**src/rtl/lcbd_pkg.sv**
```systemverilog
// Package for the link command byte decoder.
// Holds the command classes, payload kinds, text actions and queue item type.
// No dependencies.
package lcbd_pkg;

  localparam int VERSION_BYTES_DEF = 8;
  localparam int ADDRESS_BYTES_DEF = 16;
  localparam int QUEUE_DEPTH = 2;

  localparam logic [7:0] STATUS_REQ_BYTE = 8'h50;
  localparam logic [7:0] POWERON_REQ_BYTE = 8'h60;
  localparam logic [7:0] POWERON_SET_BYTE = 8'h61;
  localparam logic [2:0] STAGE_MAX = 3'd5;

  typedef enum logic [3:0] {
    CMD_NONE,
    CMD_ARM,
    CMD_ACK,
    CMD_STAGE,
    CMD_VER_HDR,
    CMD_ADDR_HDR,
    CMD_STATUS_REQ,
    CMD_STATUS_SET,
    CMD_PWR_REQ,
    CMD_PWR_SET
  } cmd_t;

  typedef enum logic [1:0] {
    KIND_NONE,
    KIND_VERSION,
    KIND_ADDRESS
  } kind_t;

  typedef enum logic [2:0] {
    TEXT_NONE,
    TEXT_VER_BYTE,
    TEXT_ADDR_BYTE,
    TEXT_CLR_VER,
    TEXT_CLR_ADDR
  } text_t;

  typedef struct packed {
    cmd_t       cmd;
    logic [7:0] data_byte;
  } item_t;

endpackage

```
**src/rtl/link_command_byte_decoder_unit.sv**
```systemverilog
// Top level of the link command byte decoder.
// Instantiates lcbd_front, lcbd_queue and lcbd_back; depends on lcbd_pkg.
//
// The block takes one received link byte or one arm request per cycle while
// in_stall is low and returns exactly one result per request, in order. A
// request is classified on entry, written into a two-entry queue, and carried
// out by the back end, which updates its state and registers the result when
// it pops the request from the queue; the sustained rate is one request per
// cycle when the output is not stalled. The queue absorbs short output stalls;
// in_stall rises only when it is full.
module link_command_byte_decoder_unit import lcbd_pkg::*; #(
  parameter int VERSION_BYTES = VERSION_BYTES_DEF,
  parameter int ADDRESS_BYTES = ADDRESS_BYTES_DEF
) (
  input  logic       clk,
  input  logic       rst,
  input  logic       in_valid,
  output logic       in_stall,
  input  logic       action,
  input  logic [7:0] data_byte,
  output logic       out_valid,
  input  logic       out_stall,
  output logic [2:0] stage,
  output logic       stage_changed,
  output logic       value_changed,
  output logic       status_request,
  output logic       poweron_request,
  output logic       save_settings,
  output logic [1:0] boot_slot,
  output logic [2:0] status_flags,
  output logic [2:0] text_action,
  output logic [3:0] text_index,
  output logic [7:0] text_byte,
  output logic       ack_pending
);

  item_t front_item;
  item_t q_head;
  logic  q_full;
  logic  q_not_empty;
  logic  q_pop;
  logic  push;

  assign in_stall = q_full;
  assign push = in_valid && !q_full;

  lcbd_front u_front (
    .action    (action),
    .data_byte (data_byte),
    .item      (front_item)
  );

  lcbd_queue #(
    .DEPTH (QUEUE_DEPTH)
  ) u_queue (
    .clk       (clk),
    .rst       (rst),
    .push      (push),
    .push_item (front_item),
    .full      (q_full),
    .pop       (q_pop),
    .not_empty (q_not_empty),
    .head      (q_head)
  );

  lcbd_back #(
    .VERSION_BYTES (VERSION_BYTES),
    .ADDRESS_BYTES (ADDRESS_BYTES)
  ) u_back (
    .clk             (clk),
    .rst             (rst),
    .q_not_empty     (q_not_empty),
    .q_head          (q_head),
    .q_pop           (q_pop),
    .out_valid       (out_valid),
    .out_stall       (out_stall),
    .stage           (stage),
    .stage_changed   (stage_changed),
    .value_changed   (value_changed),
    .status_request  (status_request),
    .poweron_request (poweron_request),
    .save_settings   (save_settings),
    .boot_slot       (boot_slot),
    .status_flags    (status_flags),
    .text_action     (text_action),
    .text_index      (text_index),
    .text_byte       (text_byte),
    .ack_pending     (ack_pending)
  );

  a_text_idle_zero: assert property (@(posedge clk) disable iff (rst)
    out_valid && text_action != TEXT_VER_BYTE && text_action != TEXT_ADDR_BYTE
      |-> text_index == '0 && text_byte == '0)
    else $error("text index or byte set without a payload write");

  a_pulses_exclusive: assert property (@(posedge clk) disable iff (rst)
    out_valid |-> $onehot0({stage_changed, status_request, poweron_request, save_settings}))
    else $error("more than one command pulse in a result");

  a_stage_range: assert property (@(posedge clk) disable iff (rst)
    out_valid |-> stage <= STAGE_MAX)
    else $error("stage out of range");

  a_no_pop_when_empty: assert property (@(posedge clk) disable iff (rst)
    q_pop |-> q_not_empty)
    else $error("queue read while empty");

endmodule

```
**src/rtl/lcbd_front.sv**
```systemverilog
// Front end of the link command byte decoder: classifies each received byte.
// Depends on lcbd_pkg.
module lcbd_front import lcbd_pkg::*; (
  input  logic       action,
  input  logic [7:0] data_byte,
  output item_t      item
);

  logic [3:0] hi;
  logic [3:0] lo;

  assign hi = data_byte[7:4];
  assign lo = data_byte[3:0];

  always_comb begin
    item.data_byte = data_byte;
    item.cmd = CMD_NONE;
    if (action) begin
      item.cmd = CMD_ARM;
    end else begin
      case (hi)
        4'h1: item.cmd = CMD_ACK;
        4'h2: item.cmd = CMD_STAGE;
        4'h3: item.cmd = (lo inside {4'h0, 4'h1}) ? CMD_NONE : CMD_VER_HDR;
        4'h4: item.cmd = CMD_ADDR_HDR;
        4'h5: item.cmd = (data_byte == STATUS_REQ_BYTE) ? CMD_STATUS_REQ : CMD_STATUS_SET;
        4'h6: item.cmd = (data_byte == POWERON_REQ_BYTE) ? CMD_PWR_REQ : CMD_PWR_SET;
        default: item.cmd = CMD_NONE;
      endcase
    end
  end

endmodule

```
**src/rtl/lcbd_queue.sv**
```systemverilog
// Short request queue between the front and back of the decoder.
// Depends on lcbd_pkg.
module lcbd_queue import lcbd_pkg::*; #(
  parameter int DEPTH = QUEUE_DEPTH
) (
  input  logic  clk,
  input  logic  rst,
  input  logic  push,
  input  item_t push_item,
  output logic  full,
  input  logic  pop,
  output logic  not_empty,
  output item_t head
);

  localparam int PW = (DEPTH > 1) ? $clog2(DEPTH) : 1;
  localparam int CW = $clog2(DEPTH + 1);
  localparam logic [PW-1:0] LAST = PW'(DEPTH - 1);
  localparam logic [CW-1:0] FULL_COUNT = CW'(DEPTH);

  item_t         store [DEPTH];
  logic [PW-1:0] wr_ptr;
  logic [PW-1:0] rd_ptr;
  logic [CW-1:0] count;

  assign full = (count == FULL_COUNT);
  assign not_empty = (count != '0);
  assign head = store[rd_ptr];

  always_ff @(posedge clk) begin
    if (push) begin
      store[wr_ptr] <= push_item;
    end
  end

  always_ff @(posedge clk) begin
    if (rst) begin
      wr_ptr <= '0;
      rd_ptr <= '0;
      count <= '0;
    end else begin
      if (push) begin
        wr_ptr <= (wr_ptr == LAST) ? '0 : wr_ptr + 1'b1;
      end
      if (pop) begin
        rd_ptr <= (rd_ptr == LAST) ? '0 : rd_ptr + 1'b1;
      end
      if (push && !pop) begin
        count <= count + 1'b1;
      end else if (pop && !push) begin
        count <= count - 1'b1;
      end
    end
  end

endmodule

```
**src/rtl/lcbd_back.sv**
```systemverilog
// Back end of the decoder: holds the link state, carries out each request
// and keeps the registered result. Depends on lcbd_pkg.
module lcbd_back import lcbd_pkg::*; #(
  parameter int VERSION_BYTES = VERSION_BYTES_DEF,
  parameter int ADDRESS_BYTES = ADDRESS_BYTES_DEF
) (
  input  logic       clk,
  input  logic       rst,
  input  logic       q_not_empty,
  input  item_t      q_head,
  output logic       q_pop,
  output logic       out_valid,
  input  logic       out_stall,
  output logic [2:0] stage,
  output logic       stage_changed,
  output logic       value_changed,
  output logic       status_request,
  output logic       poweron_request,
  output logic       save_settings,
  output logic [1:0] boot_slot,
  output logic [2:0] status_flags,
  output logic [2:0] text_action,
  output logic [3:0] text_index,
  output logic [7:0] text_byte,
  output logic       ack_pending
);

  localparam logic [4:0] VER_COUNT = 5'(VERSION_BYTES);
  localparam logic [4:0] ADDR_COUNT = 5'(ADDRESS_BYTES);

  logic [7:0] awaited_command, awaited_command_next;
  logic [4:0] payload_remaining, payload_remaining_next;
  kind_t      payload_kind, payload_kind_next;
  logic [3:0] version_write_index, version_write_index_next;
  logic [2:0] stage_reg, stage_reg_next;
  logic [1:0] slot_reg, slot_reg_next;
  logic [2:0] flags_reg, flags_reg_next;

  logic       stage_chg, val_chg, st_req, po_req, save;
  text_t      t_act;
  logic [3:0] t_idx;
  logic [7:0] t_byte;
  logic [7:0] b;
  logic [3:0] lo;
  logic [4:0] rem_dec;
  logic [4:0] addr_pos;

  assign q_pop = q_not_empty && (!out_valid || !out_stall);
  assign b = q_head.data_byte;
  assign lo = b[3:0];
  assign rem_dec = payload_remaining - 5'd1;
  assign addr_pos = ADDR_COUNT - payload_remaining;

  always_comb begin
    awaited_command_next = awaited_command;
    payload_remaining_next = payload_remaining;
    payload_kind_next = payload_kind;
    version_write_index_next = version_write_index;
    stage_reg_next = stage_reg;
    slot_reg_next = slot_reg;
    flags_reg_next = flags_reg;
    stage_chg = 1'b0;
    val_chg = 1'b0;
    st_req = 1'b0;
    po_req = 1'b0;
    save = 1'b0;
    t_act = TEXT_NONE;
    t_idx = '0;
    t_byte = '0;
    if (q_head.cmd == CMD_ARM) begin
      awaited_command_next = b;
    end else if (payload_remaining != '0) begin
      case (payload_kind)
        KIND_VERSION: begin
          payload_remaining_next = rem_dec;
          if (b != '0) begin
            t_act = TEXT_VER_BYTE;
            t_idx = version_write_index;
            t_byte = b;
            version_write_index_next = version_write_index + 4'd1;
          end
        end
        KIND_ADDRESS: begin
          payload_remaining_next = rem_dec;
          t_act = TEXT_ADDR_BYTE;
          t_idx = addr_pos[3:0];
          t_byte = b;
        end
        default: payload_remaining_next = '0;
      endcase
      val_chg = (payload_remaining_next == '0);
    end else begin
      case (q_head.cmd)
        CMD_ACK: begin
          if (awaited_command != '0 && lo == awaited_command[7:4]) begin
            awaited_command_next = '0;
          end
        end
        CMD_STAGE: begin
          stage_reg_next = (lo <= 4'(STAGE_MAX)) ? lo[2:0] : 3'd0;
          stage_chg = 1'b1;
        end
        CMD_VER_HDR: begin
          t_act = TEXT_CLR_VER;
          payload_remaining_next = VER_COUNT;
          payload_kind_next = KIND_VERSION;
          version_write_index_next = '0;
        end
        CMD_ADDR_HDR: begin
          t_act = TEXT_CLR_ADDR;
          payload_remaining_next = ADDR_COUNT;
          payload_kind_next = KIND_ADDRESS;
        end
        CMD_STATUS_REQ: st_req = 1'b1;
        CMD_STATUS_SET: begin
          if (b[3:2] != '0) begin
            slot_reg_next = b[3:2];
          end
          flags_reg_next = {flags_reg[2], b[1:0]};
          save = 1'b1;
          val_chg = 1'b1;
        end
        CMD_PWR_REQ: po_req = 1'b1;
        CMD_PWR_SET: begin
          flags_reg_next = {(b == POWERON_SET_BYTE), flags_reg[1:0]};
          save = 1'b1;
        end
        default: ;
      endcase
    end
  end

  always_ff @(posedge clk) begin
    if (rst) begin
      awaited_command <= '0;
      payload_remaining <= '0;
      payload_kind <= KIND_NONE;
      version_write_index <= '0;
      stage_reg <= '0;
      slot_reg <= '0;
      flags_reg <= '0;
      out_valid <= 1'b0;
    end else begin
      if (q_pop) begin
        awaited_command <= awaited_command_next;
        payload_remaining <= payload_remaining_next;
        payload_kind <= payload_kind_next;
        version_write_index <= version_write_index_next;
        stage_reg <= stage_reg_next;
        slot_reg <= slot_reg_next;
        flags_reg <= flags_reg_next;
        out_valid <= 1'b1;
      end else if (!out_stall) begin
        out_valid <= 1'b0;
      end
    end
  end

  always_ff @(posedge clk) begin
    if (q_pop) begin
      stage <= stage_reg_next;
      stage_changed <= stage_chg;
      value_changed <= val_chg;
      status_request <= st_req;
      poweron_request <= po_req;
      save_settings <= save;
      boot_slot <= slot_reg_next;
      status_flags <= flags_reg_next;
      text_action <= t_act;
      text_index <= t_idx;
      text_byte <= t_byte;
      ack_pending <= (awaited_command_next != '0);
    end
  end

endmodule
```
**config.mk**
```make
export PLATFORM = sky130hd
export DESIGN_NAME = link_command_byte_decoder_unit
export DESIGN_NICKNAME = d
export VERILOG_FILES = /design/src/rtl/lcbd_pkg.sv /design/src/rtl/link_command_byte_decoder_unit.sv /design/src/rtl/lcbd_front.sv /design/src/rtl/lcbd_queue.sv /design/src/rtl/lcbd_back.sv
export SDC_FILE = /design/constraint.sdc
export NUM_CORES = 1
export LEC_CHECK = 0
export BUFFER_PORTS_ARGS = -buffer_cell sky130_fd_sc_hd__buf_4
export CAP_MARGIN = 20
export CORE_ASPECT_RATIO = 0.6
export CORE_UTILIZATION = 50
export CTS_CLUSTER_DIAMETER = 150
export DETAILED_ROUTE_END_ITERATION = 7
export GPL_ROUTABILITY_DRIVEN = 0
export PLACE_DENSITY = 0.8
export SLEW_MARGIN = 0
export SYNTH_ARGS = -nofsm -noshare
export SYNTH_HDL_FRONTEND = slang
export SYNTH_SLANG_ARGS = --single-unit
export TNS_END_PERCENT = 1
```
**constraint.sdc**
```tcl
create_clock -name clk -period 6.7 [get_ports clk]
set_clock_uncertainty 0.05 [all_clocks]
set_input_delay 1.34 -clock clk [delete_from_list [all_inputs] [get_ports clk]]
set_output_delay 1.34 -clock clk [all_outputs]
set_load 0.02 [all_outputs]
```
==> flow_metrics.tcl <==
set metrics [dict create \
    max_clock_freq_mhz 327 \
    synth_edf_count 53 \
    status "finished clean" \
    max_flop_register "u_queue.store" \
    postSynth.asyncResetShare 0 \
    drt_iter0_markers 274 \
    grt_max_degree 42 \
    grt_pass1_wl_mm 14.4 \
    min_period_over_period 0.456 \
    grtUsageMet2 0.335 \
    grt-ovfl-total 0 \
    fillCellCount 611 \
    netlist_instances 364 \
    largest_register_ffs 24 \
    drive_gt1_frac 0.188 \
    peakVddDrop_v 0.000222 \
    cts-buffers-inserted 9 \
    initial_core_util 0.534 \
    wl_per_cell_um 17.2 \
    drc_errors 0 \
    area_delta_synth_final_pct 17.5 \
    cts_buffer_depth 2 \
    cts_resized 0 \
    synth.net_count 383 \
    worstSetupPathType "register to register" \
    worst_slew_pin_slew_ns 1.10 \
    clk_latency_ns 0.34 \
    crit_path_end_kind "register" \
    cp-start-kind "register" \
    pin_count 44 \
    switchingPower_uw 725 \
    nets 428 \
    hold_viol 0 \
    hpwl_mm 6.28 \
    internal_power_mw 1.31 \
    cap_viol_max_count 0 \
    crit_required_ns 6.88 \
    syn_area_mm2 0.00401 \
    yosysUniqueCellTypes 58 \
    grt.met1_usage 0.324 \
    diodes 0 \
    layout_min_cycle_time_ns 3.05 \
    dieArea_mm2 0.00839 \
    switching_share 0.357 \
    grt_use_total 0.227 \
    tns_ns 0 \
    numPortBuffers 43 \
    drt_pass1_iterations 5 \
    fp.dieH_um 71.4 \
    rsz0062_at_grt "false" \
    synth_top_flop_cell "edfxtp_1" \
    antenna_found_initial 0 \
    slew_headroom 0.263 \
    syn_avg_cell_area_um2 11.0 \
    wl_mm 8.89 \
    crit_arrival_ns 3.23 \
    core-area_mm2 0.00751 \
    busiest_layer "met2" \
    cts_root_buf "clkbuf_16" \
    clockPowerShare 0.238 \
    cts_hold_buffers 0 \
    fp-row-count 24 \
    whs_ns 0.415 \
    pwr-share-seq 0.410 \
    cts_setup_buffers 0 \
    combPwrFrac 0.351 \
    p_total_mw 2.03 \
    reg_top3 "u_queue.store x24, u_back.awaited_command x8, u_back.text_byte x8" \
    ant_nets 0 \
    synth_warnings 0 \
    grt_pass1_vias 2832 \
    clock-sinks 86 \
    drv_slew 0 \
    ys_seq_area_frac 0.562 \
    ys_ff_latch 86 \
    met3_usage 0.0613 \
    crit_fanout 29 \
    vias 3059 \
    vias_per_cell 5.91 \
    chipWidth_um 118 \
    cts_tree "yes" \
    power.leakage_nw 1.76 \
    htree_levels 3 \
    hold_path_class "register to register" \
    p_per_area_mw_per_mm2 432 \
    setup_viol 0 \
    clkSlewWorstSetupHoldPaths_ns 0.06 \
]
-- layout by cell type, fill, tap and decap left out, drive strengths merged, types with 6 or more instances in the layout --
master,n
mux2i,8
nor2,35
mux2,7
a211oi,6
a21oi,26
clkbuf,11
o21ai,21
buf,46
edfxtp,53
nand2,25
nor3,13
ha,6
xor2,6
nor4,6
dfxtp,33
a22oi,8
nand3,7
inv,14
-- critical path, cell delays in order, from the launching register on --
cell	delay, ns
dfxtp_1	1.05
mux2_2	0.46
a211o_1	0.47
a21oi_1	0.58
o311ai_0	0.22
o41ai_1	0.11
-- synthesized netlist by cell type (4+ instances only) --
| library cell | count | area, um^2 |
|---|---|---|
| mux2i_1 | 8 | 80.1 |
| or4_1 | 4 | 30.0 |
| nor4_1 | 6 | 37.5 |
| xor2_1 | 6 | 52.6 |
| inv_1 | 14 | 52.6 |
| nand3b_1 | 4 | 30.0 |
| or2_2 | 5 | 31.3 |
| edfxtp_1 | 53 | 1590 |
| nor2_1 | 35 | 131 |
| nand2_1 | 25 | 93.8 |
| ha_1 | 6 | 75.1 |
| clkbuf_1 | 6 | 22.5 |
| o211a_1 | 5 | 50.1 |
| nand2b_1 | 5 | 31.3 |
| and2_1 | 5 | 31.3 |
| a22oi_1 | 8 | 60.1 |
| o21ai_0 | 13 | 65.1 |
| dfxtp_1 | 33 | 661 |
| a21oi_1 | 26 | 130 |
| o21ai_1 | 8 | 40.0 |
| xnor2_1 | 4 | 35.0 |
| mux2_2 | 6 | 67.6 |
| a211oi_1 | 5 | 37.5 |
| nor3_1 | 12 | 60.1 |
| nand3_1 | 7 | 35.0 |
-- per-layer routing --
metal | up-vias | wire length (um)
li1 | 1456 | -
met1 | 1447 | 4260
met2 | 147 | 3710
met3 | 9 | 815
met4 | 0 | 104
met5 | - | 0
-- area by class of cell --
type	count	area (um^2)	area share
tap	104	130	0.0276
clock inverter	5	50.0	0.0106
inverter	14	52.6	0.0112
clock buffer	11	243	0.0515
timing repair buffer	46	345	0.0733
sequential	86	2250	0.478
multi-input combinational	252	1640	0.348
-- through the flow --
stage / cells / instance area, um^2 / setup WS [ns] / util
floorplan: 364 / 4010 / 3.22 / -
global placement: 502 / 4420 / 3.70 / 0.588
detailed placement: 502 / 4420 / 3.64 / 0.588
CTS: 518 / 4710 / 3.72 / 0.627
global route: 518 / 4710 / 3.43 / 0.627
finish: 518 / 4710 / 3.65 / 0.627
-- cell families after synthesis --
family                   count (synthesis)  share of synthesized area
AO/OA/AOI/OAI                           96                      0.164
XOR/XNOR                                10                     0.0218
adder cells (fa/ha/maj)                  6                     0.0187
buffers and inverters                   26                     0.0300
flip-flops                              86                      0.562
multiplexers                            15                     0.0406
AND/OR/NAND/NOR                        125                      0.164
-- worst paths after layout --
path | startpoint | endpoint | slack, ns | depth (start not counted)
setup / recovery | register | u_back.payload_remaining[4] | 3.65 | 5
hold / removal | u_back.awaited_command[2] | u_back.awaited_command[2] | 0.41 | 2
setup reg to reg | register | u_back.payload_remaining[4] | 3.65 | 5
hold reg to reg | u_back.awaited_command[2] | u_back.awaited_command[2] | 0.41 | 2
-- power groups by stage --
stage	registers (mW)	clock network (mW)	logic [mW]
floorplan	0.900	0	0.408
global route	0.850	0.515	0.773
global placement	0.835	0	0.691
CTS	0.832	0.492	0.708
finish	0.834	0.485	0.714
detailed placement	0.841	0	0.704
(Power assumes the default switching activity.)
